[src/rtl/tmsf_pkg.sv]
package tmsf_pkg;

  localparam int unsigned HDR_BYTES   = 12;
  localparam int unsigned STORE_BYTES = HDR_BYTES - 1;
  localparam int unsigned FIFO_DEPTH  = 4;

  localparam logic [31:0] TYPE_LOW    = 32'd1;
  localparam logic [31:0] TYPE_HIGH   = 32'd4;
  localparam logic [7:0]  SLACK_RESET = 8'd2;

  // One queued word: a whole header, or a single payload byte in hdr[0].
  typedef struct packed {
    logic                           is_hdr;
    logic                           last;
    logic [HDR_BYTES-1:0][7:0]      hdr;
  } q_entry_t;

endpackage

[src/rtl/timed_message_stream_filter_core.sv]
// Timed message stream filter.
// Input channel (in_valid/in_ready/in_byte) takes one raw byte a word of a
// stream of messages: 12-byte header (type, time, length, little-endian
// 32-bit) then length payload bytes. Output channel (out_valid/out_ready/
// out_byte/out_last) gives the header and payload of each passed message;
// out_last flags its final byte. cfg_wr_en/cfg_wr_data write time_slack.
// Input accepts one word a cycle while the queue has room; the 12th header
// byte of a passed message queues the whole header, which leaves one byte
// per cycle while out_ready is high, so sustained rate is one word per cycle.
// When the queue is empty, a queued entry is output the cycle after its push.
// A stalled receiver holds out_* steady; once the FIFO_DEPTH-entry queue
// fills, in_ready drops until the receiver drains it.
// Synchronous reset clears the queue, counters, maximum time and sets
// time_slack to 2; partial headers are forgotten.
module timed_message_stream_filter_core #(
  parameter int unsigned FIFO_DEPTH = tmsf_pkg::FIFO_DEPTH
) (
  input  logic       clk,
  input  logic       rst_n,
  input  logic       in_valid,
  output logic       in_ready,
  input  logic [7:0] in_byte,
  output logic       out_valid,
  input  logic       out_ready,
  output logic [7:0] out_byte,
  output logic       out_last,
  input  logic       cfg_wr_en,
  input  logic [7:0] cfg_wr_data
);
  import tmsf_pkg::*;

  q_entry_t push_data, head;
  logic     push, pop, full, empty;

  tmsf_front u_front (
    .clk        (clk),
    .rst_n      (rst_n),
    .in_valid   (in_valid),
    .in_ready   (in_ready),
    .in_byte    (in_byte),
    .cfg_wr_en  (cfg_wr_en),
    .cfg_wr_data(cfg_wr_data),
    .q_full     (full),
    .q_push     (push),
    .q_data     (push_data)
  );

  tmsf_fifo #(
    .DEPTH(FIFO_DEPTH)
  ) u_fifo (
    .clk      (clk),
    .rst_n    (rst_n),
    .push     (push),
    .push_data(push_data),
    .pop      (pop),
    .full     (full),
    .empty    (empty),
    .head     (head)
  );

  tmsf_back u_back (
    .clk      (clk),
    .rst_n    (rst_n),
    .q_empty  (empty),
    .q_head   (head),
    .q_pop    (pop),
    .out_valid(out_valid),
    .out_ready(out_ready),
    .out_byte (out_byte),
    .out_last (out_last)
  );

endmodule

[src/rtl/tmsf_front.sv]
module tmsf_front (
  input  logic              clk,
  input  logic              rst_n,
  input  logic              in_valid,
  output logic              in_ready,
  input  logic [7:0]        in_byte,
  input  logic              cfg_wr_en,
  input  logic [7:0]        cfg_wr_data,
  input  logic              q_full,
  output logic              q_push,
  output tmsf_pkg::q_entry_t q_data
);
  import tmsf_pkg::*;

  logic [7:0]  slack_r;
  logic [3:0]  hcount_r, hcount_nxt;
  logic [7:0]  store_r [STORE_BYTES];
  logic [31:0] left_r, left_nxt;
  logic        in_pay_r, in_pay_nxt;
  logic        fwd_r, fwd_nxt;
  logic [31:0] max_r, max_nxt;

  logic                      acc;
  logic [HDR_BYTES-1:0][7:0] hdr;
  logic [HDR_BYTES*8-1:0]    hdr_flat;
  logic [31:0]               typ, tm, len, tm_sl;
  logic                      pass, pay_last, hdr_done;

  assign in_ready = !q_full;
  assign acc      = in_valid && in_ready;

  always_comb begin
    for (int i = 0; i < STORE_BYTES; i++) begin
      hdr[i] = store_r[i];
    end
    hdr[HDR_BYTES-1] = in_byte;
  end

  assign hdr_flat = hdr;
  assign typ      = hdr_flat[31:0];
  assign tm       = hdr_flat[63:32];
  assign len      = hdr_flat[95:64];
  assign tm_sl    = tm + {24'd0, slack_r};
  assign pass     = (typ >= TYPE_LOW) && (typ <= TYPE_HIGH) && (tm_sl > max_r);
  assign pay_last = (left_r <= 32'd1);
  assign hdr_done = (hcount_r == 4'(STORE_BYTES));

  always_comb begin
    hcount_nxt = hcount_r;
    left_nxt   = left_r;
    in_pay_nxt = in_pay_r;
    fwd_nxt    = fwd_r;
    max_nxt    = max_r;
    q_push     = 1'b0;
    q_data     = '0;
    if (acc) begin
      if (in_pay_r) begin
        q_push          = fwd_r;
        q_data.is_hdr   = 1'b0;
        q_data.last     = pay_last;
        q_data.hdr[0]   = in_byte;
        left_nxt        = pay_last ? 32'd0 : left_r - 32'd1;
        if (pay_last) begin
          in_pay_nxt = 1'b0;
          fwd_nxt    = 1'b0;
        end
      end else if (!hdr_done) begin
        hcount_nxt = hcount_r + 4'd1;
      end else begin
        hcount_nxt = '0;
        if (len != 32'd0) begin
          in_pay_nxt = 1'b1;
          left_nxt   = len;
          fwd_nxt    = pass;
        end
        if (pass) begin
          q_push        = 1'b1;
          q_data.is_hdr = 1'b1;
          q_data.last   = (len == 32'd0);
          q_data.hdr    = hdr;
          if (tm > max_r) begin
            max_nxt = tm;
          end
        end
      end
    end
  end

  always_ff @(posedge clk) begin
    if (!rst_n) begin
      slack_r  <= SLACK_RESET;
      hcount_r <= '0;
      left_r   <= '0;
      in_pay_r <= 1'b0;
      fwd_r    <= 1'b0;
      max_r    <= '0;
    end else begin
      if (cfg_wr_en) begin
        slack_r <= cfg_wr_data;
      end
      hcount_r <= hcount_nxt;
      left_r   <= left_nxt;
      in_pay_r <= in_pay_nxt;
      fwd_r    <= fwd_nxt;
      max_r    <= max_nxt;
    end
  end

  always_ff @(posedge clk) begin
    if (acc && !in_pay_r && !hdr_done) begin
      store_r[hcount_r] <= in_byte;
    end
  end

endmodule

[src/rtl/tmsf_fifo.sv]
module tmsf_fifo #(
  parameter int unsigned DEPTH = tmsf_pkg::FIFO_DEPTH
) (
  input  logic              clk,
  input  logic              rst_n,
  input  logic              push,
  input  tmsf_pkg::q_entry_t push_data,
  input  logic              pop,
  output logic              full,
  output logic              empty,
  output tmsf_pkg::q_entry_t head
);
  import tmsf_pkg::*;

  localparam int unsigned AW = (DEPTH > 1) ? $clog2(DEPTH) : 1;
  localparam int unsigned CW = $clog2(DEPTH + 1);

  q_entry_t        mem_r [DEPTH];
  logic [AW-1:0]   wr_r, rd_r;
  logic [CW-1:0]   cnt_r;
  logic            do_push, do_pop;

  assign full    = (cnt_r == CW'(DEPTH));
  assign empty   = (cnt_r == '0);
  assign do_push = push && !full;
  assign do_pop  = pop && !empty;
  assign head    = mem_r[rd_r];

  always_ff @(posedge clk) begin
    if (!rst_n) begin
      wr_r  <= '0;
      rd_r  <= '0;
      cnt_r <= '0;
    end else begin
      if (do_push) begin
        wr_r <= (wr_r == AW'(DEPTH - 1)) ? '0 : wr_r + AW'(1);
      end
      if (do_pop) begin
        rd_r <= (rd_r == AW'(DEPTH - 1)) ? '0 : rd_r + AW'(1);
      end
      cnt_r <= cnt_r + CW'(do_push) - CW'(do_pop);
    end
  end

  always_ff @(posedge clk) begin
    if (do_push) begin
      mem_r[wr_r] <= push_data;
    end
  end

endmodule

[src/rtl/tmsf_back.sv]
module tmsf_back (
  input  logic              clk,
  input  logic              rst_n,
  input  logic              q_empty,
  input  tmsf_pkg::q_entry_t q_head,
  output logic              q_pop,
  output logic              out_valid,
  input  logic              out_ready,
  output logic [7:0]        out_byte,
  output logic              out_last
);
  import tmsf_pkg::*;

  logic [3:0] idx_r;
  logic       acc, hdr_end;

  assign out_valid = !q_empty;
  assign acc       = out_valid && out_ready;
  assign hdr_end   = (idx_r == 4'(HDR_BYTES - 1));
  assign out_byte  = q_head.is_hdr ? q_head.hdr[idx_r] : q_head.hdr[0];
  assign out_last  = q_head.is_hdr ? (hdr_end && q_head.last) : q_head.last;
  assign q_pop     = acc && (!q_head.is_hdr || hdr_end);

  always_ff @(posedge clk) begin
    if (!rst_n) begin
      idx_r <= '0;
    end else if (acc && q_head.is_hdr) begin
      idx_r <= hdr_end ? '0 : idx_r + 4'd1;
    end
  end

endmodule

[config.mk]
export PLATFORM = sky130hd
export DESIGN_NAME = timed_message_stream_filter_core
export DESIGN_NICKNAME = d
export VERILOG_FILES = /design/src/rtl/tmsf_pkg.sv /design/src/rtl/timed_message_stream_filter_core.sv /design/src/rtl/tmsf_front.sv /design/src/rtl/tmsf_fifo.sv /design/src/rtl/tmsf_back.sv
export SDC_FILE = /design/constraint.sdc
export NUM_CORES = 1
export LEC_CHECK = 0
export ABC_CLOCK_PERIOD_IN_PS = 16700
export BUFFER_PORTS_ARGS = -buffer_cell sky130_fd_sc_hd__buf_4
export CAP_MARGIN = 20
export CORE_MARGIN = 2
export CORE_UTILIZATION = 50
export CTS_CLUSTER_SIZE = 40
export DETAILED_ROUTE_END_ITERATION = 10
export PLACE_DENSITY = 0.66
export SYNTH_ARGS = -nofsm -noshare
export SYNTH_HDL_FRONTEND = slang
export SYNTH_SLANG_ARGS = --single-unit
export TNS_END_PERCENT = 5
[constraint.sdc]
create_clock -name clk -period 16.7 [get_ports clk]
set_clock_uncertainty 0.15 [all_clocks]
set_input_delay 1.67 -clock clk [delete_from_list [all_inputs] [get_ports clk]]
set_output_delay 1.67 -clock clk [all_outputs]
set_load 0.05 [all_outputs]
==> summary.md, run 1 <==
| Metric | Value |
|---|---|
| Outcome | `finished clean` |
| Most frequently used flop master after synthesis | `edfxtp_1` |
| DRC viols | `0` |
| Number of CTS-inserted buffers | `57` |
| Number of buffers and inverters on the critical path | `2` |
| Area added between synthesis and finish | `12.0%` |
| Critical-path top delay cell | `nor3_1` |
| Worst slack at placement | `10.03 ns` |
| Maximum clock frequency | `0.148 GHz` |
| Signal arrival time at the worst endpoint | `6.83 ns` |
| Latest clock arrival within the worst-skew pair | `0.62 ns` |
| Number of distinct library cell variants in the gate-level netlist after synthesis | `70` |
| Post-Synth Simple-Gate Area | `0.0917` |
| First-pass DRT Iterations | `5` |
| Sequence of cells on the critical path | `and3_1 > and2_1 > nand3_1 > nor3_1 > o211ai_1 > nor2_1 > xor2_1 > ha_1 > nand4_2 > or4_4 > a31oi_4 > o21ba_2 > buf_4 > or2_2 > and2_4 > buf_4` |
| Count of maximum capacitance violations | `0` |
| Data required, critical path | `16.79 ns` |
| Number of buffers inserted by port buffering | `31` |
| Clock tree root buffer cell | `clkbuf_16` |
| Average detailed-routed wire length per instance | `22.7 um` |
| Fraction of synthesized area in multiplexers | `0.116` |
| Worst voltage drop across the vdd grid | `0.0825 mV` |
| Die width | `228 um` |
| Largest stage delay, worst path | `0.75 ns` |
| Via count | `14,900` |
| Layout cells sized above 1 | `0.148` |
| Antenna diode count | `0` |
| Via density | `5.88` |
| Starting Density | `0.504` |
| Maximum number of pins on one net before global-route repair | `78` |
| Total congestion overflow after global routing | `0` |
| Routability Congestion | `0.874` |
| Buffer count from post-CTS setup fixing | `0` |
| Transition time at the pin with the least slew margin | `1.16 ns` |
| Capturing element type of the critical path | `register` |
| Sequential element share of the synthesized area | `0.645` |
| Total of hold buffers inserted after clock tree synthesis | `0` |
| H-Tree Level Count | `2` |
| Highest fanout seen on the critical path | `70` |
| Relative max-transition margin | `0.224` |
| Post-CTS Resized | `0` |
| Clock tree from TritonCTS | `done` |
| Cell with the most instances on the worst path | `buf_4` |
| Category of the worst setup path launch point | `register` |
| Crit path setup slack, layout | `9.97 ns` |
| Total cell area at the placement stage | `26,400 um^2` |
| Final worst-path cycle share | `0.403` |
| Most common cell after layout, fill and taps aside | `edfxtp_1` |
| Setup repair after global routing missed its margin | `false` |
| Final number of setup-violating endpoints | `0` |
| Top-level port count | `32` |
| Final min period | `6.73 ns` |
| Share of synthesized cell area in full adder, half adder and majority cells | `0.0444` |
| Share of async-settable or async-resettable flops after synthesis | `0` |
| Global-route usage over all layers | `0.223` |
| Max Transition Viols Final | `0` |
| CTS Buffer Depth | `3` |
| Hold Crit Class | `register to register` |
| Dominant combinational cell family by area after synthesis | `multiplexers` |
| Placeable core region | `49,900 um^2` |
| Global-route wire length before repair | `89.0 mm` |
| Fraction of synthesized cell area in xor and xnor cells | `0.0118` |
| Number of global-route vias before repair | `14,900` |
| Estimated wirelength of the detail-placed design | `36.9 mm` |
| Power density normalized to cell area | `105 nW/um^2` |
| Net count reported at finish | `1,924` |
| Number of hold violations in the final report | `0` |
| Warning count from the yosys run | `0` |
| Register bit total from synthesis | `571` |
| Most used cells in the layout excluding fill and tap cells | `edfxtp_1, a21oi_1, mux4_2` |
| Remaining antenna violation count after routing | `0` |
| Initial antenna violation count | `0` |
| Post-synth EDFFs | `480` |
| Final-layout worst hold slack | `0.325 ns` |
| Final total negative setup slack | `0 ns` |
| Post-route cell area | `28,200 um^2` |
| Y dimension of the die | `228 um` |
| Violation count after the first detailed-routing iteration | `1,320` |
| CP Class | `register to register` |
| Die Outline Area | `52,100 um^2` |
| Total leakage power | `8.57 nW` |
| Post-Syn Instances | `1,693` |
| Final WL | `57.6 mm` |
| Compound-gate portion of the synthesized area | `0.0674` |
| Netlist area before placement | `25,200 um^2` |
| Row count | `82` |
| Syn avg cell area | `14.9 um^2` |
| Dominant delay contributor by cell family on the critical path | `simple AND/OR/NAND/NOR gates` |
| TritonCTS Sinks | `571` |
| Clock Pin Slew Worst Setup and Hold Paths | `0.06 ns` |
==> registers in the layout (all words and copies together) (netlist names), 2 cells and up, named ones only <==
| signal | count |
|---|---|
| u_fifo.rd_r | 2 |
| u_front.hcount_r | 4 |
| u_front.left_r | 32 |
| u_front.store_r | 88 |
| u_fifo.mem_r | 392 |
| u_front.max_r | 32 |
| u_fifo.cnt_r | 3 |
| u_front.slack_r | 8 |
| u_fifo.wr_r | 2 |
| u_back.idx_r | 4 |
==> metrics by stage <==
stage / total power [mW] / util / std cells
after floorplan: 1.75 / - / 1788
after detailed placement: 1.80 / 0.530 / 2428
after global routing: 3.06 / 0.565 / 2533
after CTS: 2.99 / 0.565 / 2533
after global placement: 1.80 / 0.530 / 2427
final: 2.96 / 0.565 / 2533
==> final timing paths <==
path | start | endpoint | slack [ns] | depth (start not counted)
hold reg to reg | u_front.max_r[24]$_SDFFE_PN0P_ | u_front.max_r[24]$_SDFFE_PN0P_ | 0.32 | 2
hold / removal | u_front.max_r[24]$_SDFFE_PN0P_ | u_front.max_r[24]$_SDFFE_PN0P_ | 0.32 | 2
setup reg to reg | u_front.store_r[5][2]$_DFFE_PP_ | u_fifo.mem_r[0][9]$_DFFE_PP_ | 9.97 | 16
setup / recovery | u_front.store_r[5][2]$_DFFE_PP_ | u_fifo.mem_r[0][9]$_DFFE_PP_ | 9.97 | 16
==> metal layers <==
metal	GRT usage	share of wire	wire [um]	up-vias
li1	-	-	-	6779
met1	0.317	0.44	25300	7544
met2	0.363	0.48	27600	473
met3	0.0347	0.058	3360	97
met4	0.0570	0.022	1290	0
met5	0	0	0	-
==> kinds of logic after synthesis <==
logic type | after synthesis
flip-flops | 571
AND/OR/NAND/NOR | 429
AO/OA/AOI/OAI | 289
buffers and inverters | 141
multiplexers | 140
adder cells (fa/ha/maj) | 88
XOR/XNOR | 34
other | 1
==> synth_stat cells, drive strengths merged (7+ instances only) <==
master,n,area [um^2]
a21oi,126,631
a22o,7,61.3
a22oi,7,52.6
and2,78,488
and3,13,81.3
buf,28,148
clkbuf,53,199
dfxtp,91,1820
edfxtp,480,14400
ha,86,1080
inv,60,225
mux2i,18,180
mux4,122,2750
nand2,63,239
nand3,25,125
nand4,56,357
nor2,88,333
nor2b,14,87.6
nor3,34,185
nor4,28,181
o211ai,9,67.6
o21ai,92,460
or3,7,43.8
xnor2,23,201
xor2,11,96.3
==> where the power goes <==
part           total, mW  switching [mW]  internal [mW]
logic              0.204           0.123         0.0809
registers           1.56          0.0164           1.55
clock network       1.20           0.531          0.664
total               2.96           0.671           2.29
==> area by class of cell <==
cell class,count,area (um^2)
Fill cell,3947,21700
Clock buffer,66,1480
Multi-Input combinational cell,1076,8740
Sequential cell,571,16200
Clock inverter,39,258
Tap cell,672,841
Timing Repair Buffer,49,388
Inverter,60,225
==> worst register-to-register path: stages (launching register included) <==
cell,delay (ns)
edfxtp_1,0.49
and3_1,0.23
and2_1,0.23
nand3_1,0.14
nor3_1,0.76
o211ai_1,0.37
nor2_1,0.22
xor2_1,0.09
ha_1,0.33
nand4_2,0.19
or4_4,0.59
a31oi_4,0.22
o21ba_2,0.15
buf_4,0.52
or2_2,0.30
and2_4,0.62
buf_4,0.77
(Power assumes the default switching activity.)
==> inputs of run 2 (changes only) <==
ABC_CLOCK_PERIOD_IN_PS = 6200   (was 16700)
clock period = 6.2 ns   (was 16.7 ns; I/O delays follow)
==> summary.md, run 2 (synthesis results as in run 1) <==
| Metric | Value |
|---|---|
| Outcome | `finished clean` |
| Final number of setup-violating endpoints | `0 (unchanged)` |
| Total of hold buffers inserted after clock tree synthesis | `0 (unchanged)` |
| Die Outline Area | `52,100 um^2 (unchanged)` |
| Total Power | `8.17 mW (+180%)` |
| Number of hold violations in the final report | `0 (unchanged)` |
| Filler cells | `3,943 (-0.10%)` |
| Buffer count from post-CTS setup fixing | `0 (unchanged)` |
| Global-route usage over all layers | `0.228 (+0.00555)` |
| Post-route cell area | `28,500 um^2 (+1.1%)` |
| Crit path setup slack, layout | `0.611 ns (-9.35 ns)` |
| Antenna diode count | `0 (unchanged)` |
| Hold Crit Class | `primary input to register` |
| Transition time at the pin with the least slew margin | `0.987 ns (-0.177 ns)` |
| Signal arrival time at the worst endpoint | `5.92 ns (-0.91 ns)` |
| Maximum number of pins on one net before global-route repair | `70 (-10%)` |
| Relative max-transition margin | `0.342 (+0.118)` |
| Number of buffers inserted by port buffering | `31 (unchanged)` |
| Top register by number of flip-flops | `u_fifo.mem_r` |
| Total congestion overflow after global routing | `0 (unchanged)` |
| Maximum clock frequency | `0.179 GHz (+20%)` |
| Starting Density | `0.504 (unchanged)` |
| DRC viols | `0 (unchanged)` |
| Category of the worst setup path launch point | `register` |
| Final WL | `58.8 mm (+2.1%)` |
| Largest regs | `u_fifo.mem_r: 392 flops, u_front.store_r: 88 flops` |
| CP Class | `register to register` |
| Total cell area at the placement stage | `26,600 um^2 (+0.66%)` |
| Final worst-path cycle share | `0.901 (+0.498)` |
| Worst voltage drop across the vdd grid | `0.220 mV (+170%)` |
| Layout cells sized above 1 | `0.156 (+0.00825)` |
| Number of global-route vias before repair | `15,000 (+0.46%)` |
| Final core utilization | `0.571 (+0.00612)` |
| Number of CTS-inserted buffers | `58 (+1.8%)` |
| Final total negative setup slack | `0 ns (unchanged)` |
| Number of flip-flops in the largest register | `392 (unchanged)` |
| TritonCTS Sinks | `571 (unchanged)` |
| Global-route wire length before repair | `90.5 mm (+1.6%)` |
| Worst slack at placement | `0.699 ns (-9.33 ns)` |
| Clock tree from TritonCTS | `done` |
| Total instance count after detailed placement | `2,439 (+0.45%)` |
| Cells on worst reg2reg path | `20 (+4)` |
| Average detailed-routed wire length per instance | `23.0 um (+1.4%)` |
| Final std cells w/o fill | `2,550 (+0.67%)` |
| H-Tree Level Count | `2 (unchanged)` |
| Via count | `15,000 (+0.74%)` |
| Worst Hold Depth | `3 (+1)` |
| Y dimension of the die | `228 um (unchanged)` |
| Initial antenna violation count | `2 (+2)` |
| Most common cell after layout, fill and taps aside | `edfxtp_1` |
| Total leakage power | `8.70 nW (+1.5%)` |
| Final-layout worst hold slack | `0.0896 ns (-0.235 ns)` |
| Top-level port count | `32 (unchanged)` |
| Die width | `228 um (unchanged)` |
| CTS Buffer Depth | `3 (unchanged)` |
| Area added between synthesis and finish | `13.2%` |
| Placeable core region | `49,900 um^2 (unchanged)` |
| Remaining antenna violation count after routing | `0 (unchanged)` |
| Capturing element type of the critical path | `register` |
| Latest clock arrival within the worst-skew pair | `0.63 ns (about the same)` |
| Clock tree root buffer cell | `clkbuf_16` |
| Data required, critical path | `6.53 ns (-10.26 ns)` |
| Power density normalized to cell area | `287 nW/um^2 (+170%)` |
| First-pass DRT Iterations | `5 (unchanged)` |
| Violation count after the first detailed-routing iteration | `1,307 (-0.98%)` |
| Row count | `82 (unchanged)` |
| Max Transition Viols Final | `0 (unchanged)` |
| Estimated wirelength of the detail-placed design | `37.9 mm (+2.7%)` |
| Count of maximum capacitance violations | `0 (unchanged)` |
| Routability Congestion | `0.859 (-1.7%)` |
| Setup repair after global routing missed its margin | `false` |
| Net count reported at finish | `1,937 (+0.68%)` |
| Highest fanout seen on the critical path | `8 (-89%)` |
| Post-CTS Resized | `0 (unchanged)` |
| Final min period | `5.59 ns (-1.15 ns)` |
| Most used cells in the layout excluding fill and tap cells | `edfxtp_1, a21oi_1, mux4_2` |
| Clock Pin Slew Worst Setup and Hold Paths | `0.06 ns (about the same)` |
| Via density | `5.88 (about the same)` |
-- run 2: cell types whose count changed in the layout (fill, tap and decap cells not counted), sizes merged --
cell	previous run	this run
buf	49	61
bufinv	2	3
clkbuf	66	83
clkinv	33	18
clkinvlp	2	3
inv	62	63
-- run 2: layer usage --
metal,global-route usage,wire length [um]
met1,0.331,26300
met2,0.361,27300
met3,0.0348,3620
met4,0.0670,1510
met5,0,0
-- run 2: power breakdown --
group	internal [mW]	leakage, nW	switching (mW)
clock network	1.93	0.897	1.46
registers	4.17	4.56	0.0569
logic	0.221	3.24	0.334
total	6.32	8.70	1.85
-- run 2: path summary, 6_finish.rpt --
path	startpoint	endpoint	slack, ns
max	u_front.store_r[5][6]$_DFFE_PP_	u_fifo.cnt_r[2]$_SDFF_PN0_	0.61
min	cfg_wr_data[5]	u_front.slack_r[5]$_SDFFE_PN0P_	0.09
max reg2reg	u_front.store_r[5][6]$_DFFE_PP_	u_fifo.cnt_r[2]$_SDFF_PN0_	0.61
min reg2reg	u_front.max_r[24]$_SDFFE_PN0P_	u_front.max_r[24]$_SDFFE_PN0P_	0.32
-- run 2: cell type report --
type / count / area (um^2) / share of cell area
tap: 672 / 841 / 0.0295
inverter: 60 / 225 / 0.00791
sequential: 571 / 16200 / 0.570
clock inverter: 27 / 234 / 0.00822
multi-input combinational: 1076 / 8740 / 0.307
clock buffer: 83 / 1610 / 0.0564
timing repair buffer: 61 / 591 / 0.0207
-- run 2: critical path, stage by stage, from the launching register on --
cell and delay (ns):
edfxtp_1 0.56, and3_1 0.28, and3_1 0.20, nand3_1 0.10
nor3_1 0.67, o211ai_1 0.38, nor2_1 0.23, xnor2_1 0.11
ha_1 0.31, nand4_1 0.21, nor4_1 0.40, nand2_1 0.14
nand3_1 0.30, o21ba_2 0.24, or2_2 0.33, ha_1 0.21
inv_1 0.06, fa_1 0.17, xor2_1 0.18, xnor2_1 0.13
nor2_1 0.06
